## src/rtl/svcp_pkg.sv

```systemverilog
// Shared types, command codes and the width scaling function for the servo positioner.
`default_nettype none

package svcp_pkg;

   localparam int SERVO_COUNT = 3;

   // Serial command characters
   localparam logic [7:0] CHAR_SEL1 = 8'h31;  // '1'
   localparam logic [7:0] CHAR_SEL3 = 8'h33;  // '3'
   localparam logic [7:0] CHAR_ADC  = 8'h34;  // '4'
   localparam logic [7:0] CHAR_SER  = 8'h35;  // '5'
   localparam logic [7:0] CHAR_UP   = 8'h77;  // 'w'
   localparam logic [7:0] CHAR_DOWN = 8'h71;  // 'q'

   // Configuration register indexes
   localparam logic [1:0] REG_MIN_WIDTH = 2'd0;
   localparam logic [1:0] REG_MAX_WIDTH = 2'd1;
   localparam logic [1:0] REG_STEP_SIZE = 2'd2;

   // Reset values
   localparam logic [7:0] MIN_WIDTH_RESET = 8'd42;
   localparam logic [7:0] MAX_WIDTH_RESET = 8'd217;
   localparam logic [6:0] STEP_SIZE_RESET = 7'd5;
   localparam logic [7:0] POS_RESET       = 8'd127;

   localparam logic [1:0] CHAN_FIRST = 2'd0;
   localparam logic [1:0] CHAN_LAST  = 2'd2;
   localparam logic [1:0] SERVO_NONE = 2'd0;

   typedef logic [7:0] byte_type;

   // Values handed from the command stage to the output stage
   typedef struct packed {
      byte_type [SERVO_COUNT-1:0] src;
      logic                       serial;
      logic [1:0]                 selected;
      logic [1:0]                 channel;
   } stage_type;

   // src * span / 255 + min, span clamped at zero; exact divide by 255 for
   // products of two bytes: (x + 1 + (x >> 8)) >> 8
   function automatic byte_type scale_width(input byte_type src, input byte_type min_w,
                                            input byte_type max_w);
      byte_type    span;
      logic [15:0] prod;
      logic [15:0] adj;
      byte_type    quot;
      span = (max_w >= min_w) ? byte_type'(max_w - min_w) : 8'd0;
      prod = 16'(src) * 16'(span);
      adj  = prod + 16'd1 + {8'd0, prod[15:8]};
      quot = adj[15:8];
      return byte_type'(quot + min_w);
   endfunction

endpackage

`default_nettype wire

```

## src/rtl/svcp_chan_if.sv

```systemverilog
// Valid/ready channel interfaces for command input and width results.
`default_nettype none

interface svcp_req_if;
   logic       valid;
   logic       ready;
   logic       mode;
   logic [7:0] data_byte;

   modport source (output valid, output mode, output data_byte, input ready);
   modport sink   (input valid, input mode, input data_byte, output ready);
endinterface

interface svcp_rsp_if;
   logic       valid;
   logic       ready;
   logic [7:0] width_one;
   logic [7:0] width_two;
   logic [7:0] width_three;
   logic       serial_in_control;
   logic [1:0] selected_servo;
   logic [1:0] next_channel;

   modport source (output valid, output width_one, output width_two, output width_three,
                   output serial_in_control, output selected_servo, output next_channel,
                   input ready);
   modport sink   (input valid, input width_one, input width_two, input width_three,
                   input serial_in_control, input selected_servo, input next_channel,
                   output ready);
endinterface

`default_nettype wire

```

## src/rtl/three_servo_command_positioner.sv

```systemverilog
// Top level of the three-servo command positioner.
`default_nettype none

// Takes one item per cycle (serial command byte or ADC sample) and returns one
// result per item: three scaled pulse widths plus control status. Each item
// passes the command stage, which updates positions, samples and flags into
// the stage register, and then the output stage, where three 8x8 multipliers
// and an exact divide by 255 form each width. Sustained rate is one item per
// clock; rsp_chan.ready stalls both stages. The user writes configuration
// registers (min_width, max_width, step_size) only while no item is in flight,
// through csr_we/csr_index/csr_wdata; the block itself does not enforce this.
module three_servo_command_positioner (
   input  wire logic       clock,
   input  wire logic       reset,
   svcp_req_if.sink        req_chan,
   svcp_rsp_if.source      rsp_chan,
   input  wire logic       csr_we,
   input  wire logic [1:0] csr_index,
   input  wire logic [7:0] csr_wdata
);
   import svcp_pkg::*;

   byte_type   min_width_ff;
   byte_type   max_width_ff;
   logic [6:0] step_size_ff;
   logic       stage_valid;
   stage_type  stage_data;
   logic       out_take;

   // Configuration registers
   always_ff @(posedge clock) begin
      if (reset) begin
         min_width_ff <= MIN_WIDTH_RESET;
         max_width_ff <= MAX_WIDTH_RESET;
         step_size_ff <= STEP_SIZE_RESET;
      end else if (csr_we) begin
         unique case (csr_index)
            REG_MIN_WIDTH: min_width_ff <= csr_wdata;
            REG_MAX_WIDTH: max_width_ff <= csr_wdata;
            REG_STEP_SIZE: step_size_ff <= csr_wdata[6:0];
            default: ;
         endcase
      end
   end

   svcp_ctl u_ctl (
      .clock       (clock),
      .reset       (reset),
      .in_valid    (req_chan.valid),
      .in_ready    (req_chan.ready),
      .in_mode     (req_chan.mode),
      .in_data     (req_chan.data_byte),
      .step_size   (step_size_ff),
      .out_take    (out_take),
      .stage_valid (stage_valid),
      .stage_data  (stage_data)
   );

   svcp_out u_out (
      .clock       (clock),
      .reset       (reset),
      .stage_valid (stage_valid),
      .stage_data  (stage_data),
      .min_width   (min_width_ff),
      .max_width   (max_width_ff),
      .out_take    (out_take),
      .rsp         (rsp_chan)
   );

endmodule

`default_nettype wire

```

## src/rtl/svcp_ctl.sv

```systemverilog
// Command stage: servo positions, ADC samples, control flags and the stage register.
`default_nettype none

module svcp_ctl (
   input  wire logic                clock,
   input  wire logic                reset,
   input  wire logic                in_valid,
   output logic                     in_ready,
   input  wire logic                in_mode,
   input  wire logic [7:0]          in_data,
   input  wire logic [6:0]          step_size,
   input  wire logic                out_take,
   output logic                     stage_valid,
   output svcp_pkg::stage_type      stage_data
);
   import svcp_pkg::*;

   byte_type [SERVO_COUNT-1:0] pos_ff, pos_in;
   byte_type [SERVO_COUNT-1:0] smp_ff, smp_in;
   logic                       serial_ff, serial_in;
   logic [1:0]                 chosen_ff, chosen_in;
   logic [1:0]                 chan_ff, chan_in;
   logic                       stage_valid_ff;
   stage_type                  stage_ff, stage_in;

   logic       accept;
   logic       advance;
   logic [1:0] sel_idx;
   byte_type   cur_pos;
   logic [8:0] up_sum;
   byte_type   new_pos;

   assign advance  = stage_valid_ff && out_take;
   assign in_ready = !stage_valid_ff || advance;
   assign accept   = in_valid && in_ready;

   // Step the selected position within 0..255
   assign sel_idx = chosen_ff - 2'd1;
   assign cur_pos = pos_ff[sel_idx];
   assign up_sum  = {1'b0, cur_pos} + {2'b00, step_size};

   always_comb begin
      new_pos = cur_pos;
      if (in_data == CHAR_UP) begin
         if (!up_sum[8]) new_pos = up_sum[7:0];
      end else if (cur_pos >= {1'b0, step_size}) begin
         new_pos = cur_pos - {1'b0, step_size};
      end
   end

   // Next state for one accepted item
   always_comb begin
      pos_in    = pos_ff;
      smp_in    = smp_ff;
      serial_in = serial_ff;
      chosen_in = chosen_ff;
      chan_in   = chan_ff;
      if (in_mode) begin
         if (chan_ff == CHAN_LAST) begin
            smp_in[chan_ff] = in_data;
            chan_in         = CHAN_FIRST;
         end else if (chan_ff < CHAN_LAST) begin
            smp_in[chan_ff] = in_data;
            chan_in         = chan_ff + 2'd1;
         end else begin
            chan_in = CHAN_FIRST;
         end
      end else begin
         priority if (in_data >= CHAR_SEL1 && in_data <= CHAR_SEL3) begin
            chosen_in = in_data[1:0];
         end else if (in_data == CHAR_ADC) begin
            serial_in = 1'b0;
         end else if (in_data == CHAR_SER) begin
            serial_in = 1'b1;
            pos_in    = smp_ff;
         end else if ((in_data == CHAR_UP || in_data == CHAR_DOWN) && chosen_ff != SERVO_NONE) begin
            pos_in[sel_idx] = new_pos;
         end else begin
            pos_in = pos_ff;
         end
      end
   end

   // Stage payload reflects the state after this item
   always_comb begin
      stage_in.src      = serial_in ? pos_in : smp_in;
      stage_in.serial   = serial_in;
      stage_in.selected = chosen_in;
      stage_in.channel  = chan_in;
   end

   // Control state
   always_ff @(posedge clock) begin
      if (reset) begin
         pos_ff         <= {SERVO_COUNT{POS_RESET}};
         smp_ff         <= '0;
         serial_ff      <= 1'b1;
         chosen_ff      <= SERVO_NONE;
         chan_ff        <= CHAN_FIRST;
         stage_valid_ff <= 1'b0;
      end else begin
         if (accept) begin
            pos_ff    <= pos_in;
            smp_ff    <= smp_in;
            serial_ff <= serial_in;
            chosen_ff <= chosen_in;
            chan_ff   <= chan_in;
         end
         if (accept) stage_valid_ff <= 1'b1;
         else if (advance) stage_valid_ff <= 1'b0;
      end
   end

   // Stage payload
   always_ff @(posedge clock) begin
      if (accept) stage_ff <= stage_in;
   end

   assign stage_valid = stage_valid_ff;
   assign stage_data  = stage_ff;

   // Checks
   a_chan_range: assert property (@(posedge clock) disable iff (reset)
      chan_ff != 2'd3) else $error("channel pointer out of range");

   a_chan_wrap: assert property (@(posedge clock) disable iff (reset)
      accept && in_mode && chan_ff == CHAN_LAST |=> chan_ff == CHAN_FIRST)
      else $error("channel pointer did not wrap");

   a_adc_cmd: assert property (@(posedge clock) disable iff (reset)
      accept && !in_mode && in_data == CHAR_ADC |=> !serial_ff && !stage_ff.serial)
      else $error("ADC control command not applied");

   a_stage_hold: assert property (@(posedge clock) disable iff (reset)
      stage_valid_ff && !out_take |=> stage_valid_ff && $stable(stage_ff))
      else $error("stage lost while output stalled");

endmodule

`default_nettype wire

```

## src/rtl/svcp_out.sv

```systemverilog
// Output stage: scales the three source values to pulse widths and holds the result.
`default_nettype none

module svcp_out (
   input  wire logic                clock,
   input  wire logic                reset,
   input  wire logic                stage_valid,
   input  wire svcp_pkg::stage_type stage_data,
   input  wire logic [7:0]          min_width,
   input  wire logic [7:0]          max_width,
   output logic                     out_take,
   svcp_rsp_if.source               rsp
);
   import svcp_pkg::*;

   logic                       valid_ff;
   byte_type [SERVO_COUNT-1:0] width_ff, width_in;
   logic                       serial_ff;
   logic [1:0]                 selected_ff;
   logic [1:0]                 channel_ff;
   logic                       load;

   assign out_take = !valid_ff || rsp.ready;
   assign load     = stage_valid && out_take;

   // One scaler per servo
   always_comb begin
      for (int i = 0; i < SERVO_COUNT; i++) begin
         width_in[i] = scale_width(stage_data.src[i], min_width, max_width);
      end
   end

   always_ff @(posedge clock) begin
      if (reset) begin
         valid_ff <= 1'b0;
      end else if (out_take) begin
         valid_ff <= stage_valid;
      end
   end

   always_ff @(posedge clock) begin
      if (load) begin
         width_ff    <= width_in;
         serial_ff   <= stage_data.serial;
         selected_ff <= stage_data.selected;
         channel_ff  <= stage_data.channel;
      end
   end

   assign rsp.valid             = valid_ff;
   assign rsp.width_one         = width_ff[0];
   assign rsp.width_two         = width_ff[1];
   assign rsp.width_three       = width_ff[2];
   assign rsp.serial_in_control = serial_ff;
   assign rsp.selected_servo    = selected_ff;
   assign rsp.next_channel      = channel_ff;

endmodule

`default_nettype wire

```

## src/flat_wrapper.sv

```systemverilog
// flat-port wrapper written by rule: the top's interface ports become plain ports
module three_servo_command_positioner_flat import svcp_pkg::*;
  (clock, reset, csr_we, csr_index, csr_wdata, req_chan_valid, req_chan_mode, req_chan_data_byte, req_chan_ready, rsp_chan_valid, rsp_chan_width_one, rsp_chan_width_two, rsp_chan_width_three, rsp_chan_serial_in_control, rsp_chan_selected_servo, rsp_chan_next_channel, rsp_chan_ready);
  svcp_req_if req_chan_i ();
  svcp_rsp_if rsp_chan_i ();
  input  wire logic clock;
  input  wire logic reset;
  input  wire logic csr_we;
  input  wire logic [1:0] csr_index;
  input  wire logic [7:0] csr_wdata;
  input wire logic [$bits(req_chan_i.valid)-1:0] req_chan_valid;
  input wire logic [$bits(req_chan_i.mode)-1:0] req_chan_mode;
  input wire logic [$bits(req_chan_i.data_byte)-1:0] req_chan_data_byte;
  output wire logic [$bits(req_chan_i.ready)-1:0] req_chan_ready;
  output wire logic [$bits(rsp_chan_i.valid)-1:0] rsp_chan_valid;
  output wire logic [$bits(rsp_chan_i.width_one)-1:0] rsp_chan_width_one;
  output wire logic [$bits(rsp_chan_i.width_two)-1:0] rsp_chan_width_two;
  output wire logic [$bits(rsp_chan_i.width_three)-1:0] rsp_chan_width_three;
  output wire logic [$bits(rsp_chan_i.serial_in_control)-1:0] rsp_chan_serial_in_control;
  output wire logic [$bits(rsp_chan_i.selected_servo)-1:0] rsp_chan_selected_servo;
  output wire logic [$bits(rsp_chan_i.next_channel)-1:0] rsp_chan_next_channel;
  input wire logic [$bits(rsp_chan_i.ready)-1:0] rsp_chan_ready;
  assign req_chan_i.valid = req_chan_valid;
  assign req_chan_i.mode = req_chan_mode;
  assign req_chan_i.data_byte = req_chan_data_byte;
  assign req_chan_ready = req_chan_i.ready;
  assign rsp_chan_valid = rsp_chan_i.valid;
  assign rsp_chan_width_one = rsp_chan_i.width_one;
  assign rsp_chan_width_two = rsp_chan_i.width_two;
  assign rsp_chan_width_three = rsp_chan_i.width_three;
  assign rsp_chan_serial_in_control = rsp_chan_i.serial_in_control;
  assign rsp_chan_selected_servo = rsp_chan_i.selected_servo;
  assign rsp_chan_next_channel = rsp_chan_i.next_channel;
  assign rsp_chan_i.ready = rsp_chan_ready;
  three_servo_command_positioner u_core (.clock(clock), .reset(reset), .req_chan(req_chan_i), .rsp_chan(rsp_chan_i), .csr_we(csr_we), .csr_index(csr_index), .csr_wdata(csr_wdata));
endmodule
```

## config.mk

```make
export PLATFORM = sky130hd
export DESIGN_NAME = three_servo_command_positioner_flat
export DESIGN_NICKNAME = d
export VERILOG_FILES = /design/src/rtl/svcp_pkg.sv /design/src/rtl/svcp_chan_if.sv /design/src/rtl/three_servo_command_positioner.sv /design/src/rtl/svcp_ctl.sv /design/src/rtl/svcp_out.sv /design/src/flat_wrapper.sv
export SDC_FILE = /design/constraint.sdc
export NUM_CORES = 1
export LEC_CHECK = 0
export BUFFER_PORTS_ARGS = -buffer_cell sky130_fd_sc_hd__buf_4
export CORE_ASPECT_RATIO = 1.5
export CORE_MARGIN = 4
export CORE_UTILIZATION = 53
export DETAILED_ROUTE_END_ITERATION = 7
export GPL_ROUTABILITY_DRIVEN = 0
export GPL_TIMING_DRIVEN = 1
export PLACE_DENSITY = 0.76
export SLEW_MARGIN = 30
export SYNTH_ARGS = -nofsm -noshare
export SYNTH_HDL_FRONTEND = slang
export SYNTH_SLANG_ARGS = --single-unit
```

## constraint.sdc

```tcl
create_clock -name clock -period 11.4 [get_ports clock]
set_clock_uncertainty 0.1 [all_clocks]
set_input_delay 1.14 -clock clock [delete_from_list [all_inputs] [get_ports clock]]
set_output_delay 1.14 -clock clock [all_outputs]
set_load 0.03 [all_outputs]
```

Word-level counts from Yosys, hierarchy flattened
Index checks and enable logic that the tools add are counted.

Bits of input ports: 24. Register bits after elaboration: 136. Output and inout port bits: 31. Logic and storage cells: 108.

Muxes and demuxes: 32. Add/subtract/negate cells: 14. Reductions and logical operators: 17. $mul: 3. Order comparisons: 9. Eq/ne operators: 7.

Operator list (number): 24-bit two-way mux (9); 8-bit two-way mux (7); 16-bit by 1-bit adder with 16-bit output, second input constant (3); 16-bit by 8-bit adder with 16-bit output (3); 24-bit bitwise mux (2); 8-bit by 8-bit multiplier with 16-bit output (3); 8-bit demux with 2-bit select (2); 8-bit adder (3); 8-bit binary-select mux with 2-bit select (1); 8-bit by 6-bit == test with 1-bit output, second input constant (2); 8-bit by 7-bit == test with 1-bit output, second input constant (2); 2-bit two-way mux (5); 8-bit by 7-bit adder with 9-bit output (1); 8-bit by 6-bit greater-or-equal comparator with 1-bit output, second input constant (1); 8-bit by 7-bit greater-or-equal comparator with 1-bit output (1); 8-bit greater-or-equal comparator (1); 8-bit by 6-bit less-or-equal comparator with 1-bit output, second input constant (1); 8-bit by 7-bit subtractor with 8-bit output (1); 8-bit subtractor (1); 1-bit logical AND (6); 2-bit by 3-bit < comparator with 1-bit output, second input constant (2); 1-bit two-way mux (6); 2-bit AND reduction (3); 2-bit == test, second input constant (2); other kinds (9) (14).

Longest topological paths before layout
Depth after elaboration: 13. Mapped depth: 43. Depth with buffers taken out: 42.

Modules after synthesis
A second synthesis with hierarchy kept.

Cells, all modules: 1823. Area, all modules: 15889.0 um^2.

By module, submodules not included: svcp_out (area an instance 9713.1 um^2, cells an instance 1099, seq. area each 890.9 um^2, instances 1); svcp_ctl (area an instance 5202.5 um^2, cells an instance 627, seq. area each 1951.9 um^2, instances 1); three_servo_command_positioner (area an instance 973.4 um^2, cells an instance 97, seq. area each 460.4 um^2, instances 1).

Least setup slack after synthesis
OpenSTA, ideal clock, no wires.

Path type: register to register. Start point: register u_core.min_width_ff[1]. End point: register u_core.u_out.width_ff, in the netlist u_core.u_out.rsp.width_three[7], data pin. Cell stages (with the launch flop): 43. Setup time: 0.260 ns. Arrival time: 9.122 ns. Path slack: 1.918 ns. Clock period less this slack: 9.482 ns. Required time: 11.040 ns. Path buffers: 2. Cell sequence: dfxtp_1 -> inv_1 -> ha_1 -> nor2b_1 -> o21ai_0 -> a21boi_0 -> o21ai_0 -> a21boi_0 -> o21ai_0 -> a21boi_0 -> nor3_1 -> clkbuf_1 -> nand2_1 -> fa_1 -> fa_1 -> inv_1 -> fa_1 -> inv_1 -> [7 not listed] -> o311ai_1 -> ha_1 -> a21oi_1 -> o211ai_1 -> nor3_1 -> o41ai_1 -> a211oi_1 -> or2_1 -> xnor2_1 -> ha_1 -> a21o_1 -> a21oi_1 -> o21bai_1 -> a21oi_1 -> o21ai_0 -> xnor2_1 -> xnor2_1 -> xnor2_1.

RTL lines: from (decl) (line three_servo_command_positioner.sv:23) `byte_type min_width_ff;`; from (signal assigned) (line three_servo_command_positioner.sv:38) `REG_MIN_WIDTH: min_width_ff <= csr_wdata;`; to (signal assigned) (line svcp_out.sv:43) `width_ff <= width_in;`; to (decl) (line svcp_out.sv:17) `byte_type [SERVO_COUNT-1:0] width_ff, width_in;`.

==> impl_metrics.json <==
{
  "outcome": "finished, final reports clean",
  "fin_area_mm2": 0.0170,
  "clk_latency_ns": 0.44,
  "slowest_delay_ns": 0.64,
  "dr.first_iter.drc_count": 872,
  "report.final.slew_viol_count": 0,
  "ys_seq_elements": 136,
  "postPlaceCellArea_mm2": 0.0164,
  "worst_ep_required_time_ns": 11.48,
  "hold_violations": 0,
  "overflow": 0,
  "cts_setup_buffers": 0,
  "portBuffers": 54,
  "slowest_stage": "dfxtp_1",
  "cp_data_arrival_time_ns": 10.59,
  "synth_area_leaders": "fa_1 (15%), ha_1 (14%), edfxtp_1 (11%)",
  "hold_depth": 0,
  "hold_end": "u_core.u_out.rsp.selected_servo[0]",
  "netlist_area_mm2": 0.0156,
  "finalSetupViolCount": 0,
  "synth-async-reset-ratio_pct": 0,
  "hold_ws_ns": 0.330,
  "area_growth_pct": 8.84,
  "synth_edf_count": 58,
  "fmax_mhz": 95.1,
  "antenna_cells": 0,
  "die_width_um": 148,
  "synth_top_area_share_pct": 14.6,
  "finalCriticalPeriod_ns": 10.51,
  "cts.sink_count": 136,
  "globalRouteTotalUtil_pct": 25.7,
  "ys_seq_area_share_pct": 21.1,
  "rr_endpoint": "u_core.u_out.rsp.width_one[7]",
  "grt_max_degree": 80,
  "synth_cells": 1813,
  "place_ws_ns": 0.844,
  "io_pins": 55,
  "path_common_cell": "o21ai_0",
  "vias": 13400,
  "cts-root-buf": "clkbuf_16",
  "rsz0062_at_grt": "false",
  "crit_family": "adder cells",
  "die_area_mm2": 0.0324,
  "reg2reg_slack_ns": 0.89,
  "rr_worst_depth": 41,
  "max_slew.worst_pin.slew_ns": 1.09,
  "numCtsBuffers": 17,
  "wl_per_cell_um": 18.5,
  "final_common_cell": "inv_1",
  "crit_fanout": 24,
  "htreeDepth": 4,
  "max_slew_margin_pct": 26.6,
  "r2r_start": "u_core.min_width_ff[1]",
  "antenna_found_initial": 0,
  "die_h_um": 218,
  "syn_avg_cell_area_um2": 8.63,
  "dp_hpwl_um": 31700,
  "setup_slack_ns": 0.885,
  "path_clk_slew_ns": 0.07,
  "worstSetupPathDepth": 41,
  "synth.distinct_cells": 76,
  "synth_top_area_cell": "fa_1",
  "path_class": "reg -> reg",
  "min_period_over_period_pct": 92.2,
  "drc": 0,
  "yosys_warnings": 0,
  "hold_start": "u_core.u_ctl.stage_data[2]",
  "max-cap-violations": 0,
  "firstDrtPassIters": 6,
  "setup.worst_path.end_class": "flop",
  "initial_core_util_pct": 54.1,
  "wirelength_um": 41500,
  "synth-main-ff-cell": "dfxtp_1",
  "grt_pass1_vias": 13400,
  "min_path_type": "reg -> reg",
  "num_rows": 76,
  "drive_gt1_share_pct": 7.80,
  "setup_tns_ns": 0,
  "core-area_mm2": 0.0289,
  "viasPerCell": 5.99,
  "synth_nets": 2121,
  "cp-start-kind": "flop",
  "crit_buf_inv": 5,
  "grt_pass1_wl_um": 66900,
  "cts_tree": "yes",
  "layout_common_cells": "inv_1 (203), and2_1 (176), ha_1 (170)",
  "fin_nets": 2142,
  "cts_buffer_depth": 2,
  "drtAntennaViolNets": 0,
  "fill_cells": 2570
}
## how the worst max path moves through the flow
stage / to / slack, ns / from
6_report: u_core.u_out.rsp.width_one[7] / 0.89 / u_core.min_width_ff[1]
5_1_grt: u_core.u_out.rsp.width_three[7] / 0.15 / u_core.min_width_ff[1]
4_1_cts: u_core.u_out.rsp.width_three[7] / 0.79 / u_core.min_width_ff[1]
3_5_place_dp: u_core.u_out.rsp.width_three[7] / 0.84 / u_core.min_width_ff[1]
3_3_place_gp: u_core.u_out.rsp.width_three[7] / 1.22 / u_core.min_width_ff[1]
2_1_floorplan: u_core.u_out.rsp.width_three[7] / 1.92 / u_core.min_width_ff[1]
## worst reg2reg max path: cells and delay by family, from the launching register on
kind	cells	cell delay [ns]
xor+xnor	5	1.22
flops	1	0.64
fa+ha+maj	10	4.03
simple gates	6	0.75
buf+inv	5	0.63
compound gates	15	2.93
## what timing repair did
item | 4_1_cts | 5_1_grt
setup endpoints to repair | 0 | 1
hold buffers | 0 | 0
gates resized for setup | 0 | 1
## synthesized netlist by cell type (all sizes together) (29+ instances only)
library cell / count
a21oi: 139
and2: 176
clkbuf: 59
dfxtp: 78
edfxtp: 58
fa: 114
ha: 170
inv: 203
mux2i: 32
nand2: 160
nand3: 29
nor2: 92
nor3: 45
o21ai: 54
xnor2: 57
## per-stage QoR
step	cells	util (%)
6_report	2237	58.9
5_1_grt	2237	58.9
4_1_cts	2236	58.8
3_5_place_dp	2204	56.8
3_3_place_gp	2204	56.8
2_1_floorplan	1813	-
## flip-flops by register name, summed over array words and instances (netlist names)
name,cells
u_core.u_ctl.stage_data,29
u_core.u_ctl.pos_ff,24
u_core.u_ctl.smp_ff,24
u_core.max_width_ff,8
u_core.min_width_ff,8
u_core.u_out.rsp.width_one,8
u_core.u_out.rsp.width_three,8
u_core.u_out.rsp.width_two,8
u_core.step_size_ff,7
u_core.u_ctl.chan_ff,2
u_core.u_ctl.chosen_ff,2
u_core.u_out.rsp.next_channel,2
u_core.u_out.rsp.selected_servo,2
u_core.u_ctl.serial_ff,1
u_core.u_ctl.stage_valid,1
u_core.u_out.rsp.serial_in_control,1
u_core.u_out.rsp.valid,1
## routing by layer
layer  part of all wire (%)  vias up  global-route usage, %
li1                       -     6277                      -
met1                     37     6437                   28.9
met2                     50      521                   45.9
met3                    6.4      162                   4.07
met4                    6.1        0                   14.7
met5                      0        -                      0
## cells by family (layout without fill, tap and decap cells)
group / after synthesis / in the layout / synth area share [%]
AO/OA/AOI/OAI: 393 / 393 / 16.8
XOR/XNOR: 82 / 82 / 4.68
buffers and inverters: 271 / 305 / 6.53
flip-flops: 136 / 136 / 21.1
AND/OR/NAND/NOR: 602 / 602 / 19.8
multiplexers: 42 / 42 / 2.77
adder cells (fa/ha/maj): 287 / 287 / 28.4
## area by class of cell
type                    instances  area, um^2  share of cell area (%)
multi-input cells            1406       11400                    66.8
flip-flops and latches        136        3300                    19.4
inverters                     204         766                    4.50
repair buffers                 69         538                    3.16
well taps                     390         488                    2.87
clock buffers                  21         472                    2.77
clock inverters                11        86.3                   0.507
Power is not shown: default switching activity piles up to over one toggle a cycle in this logic, so the estimate is an artifact.
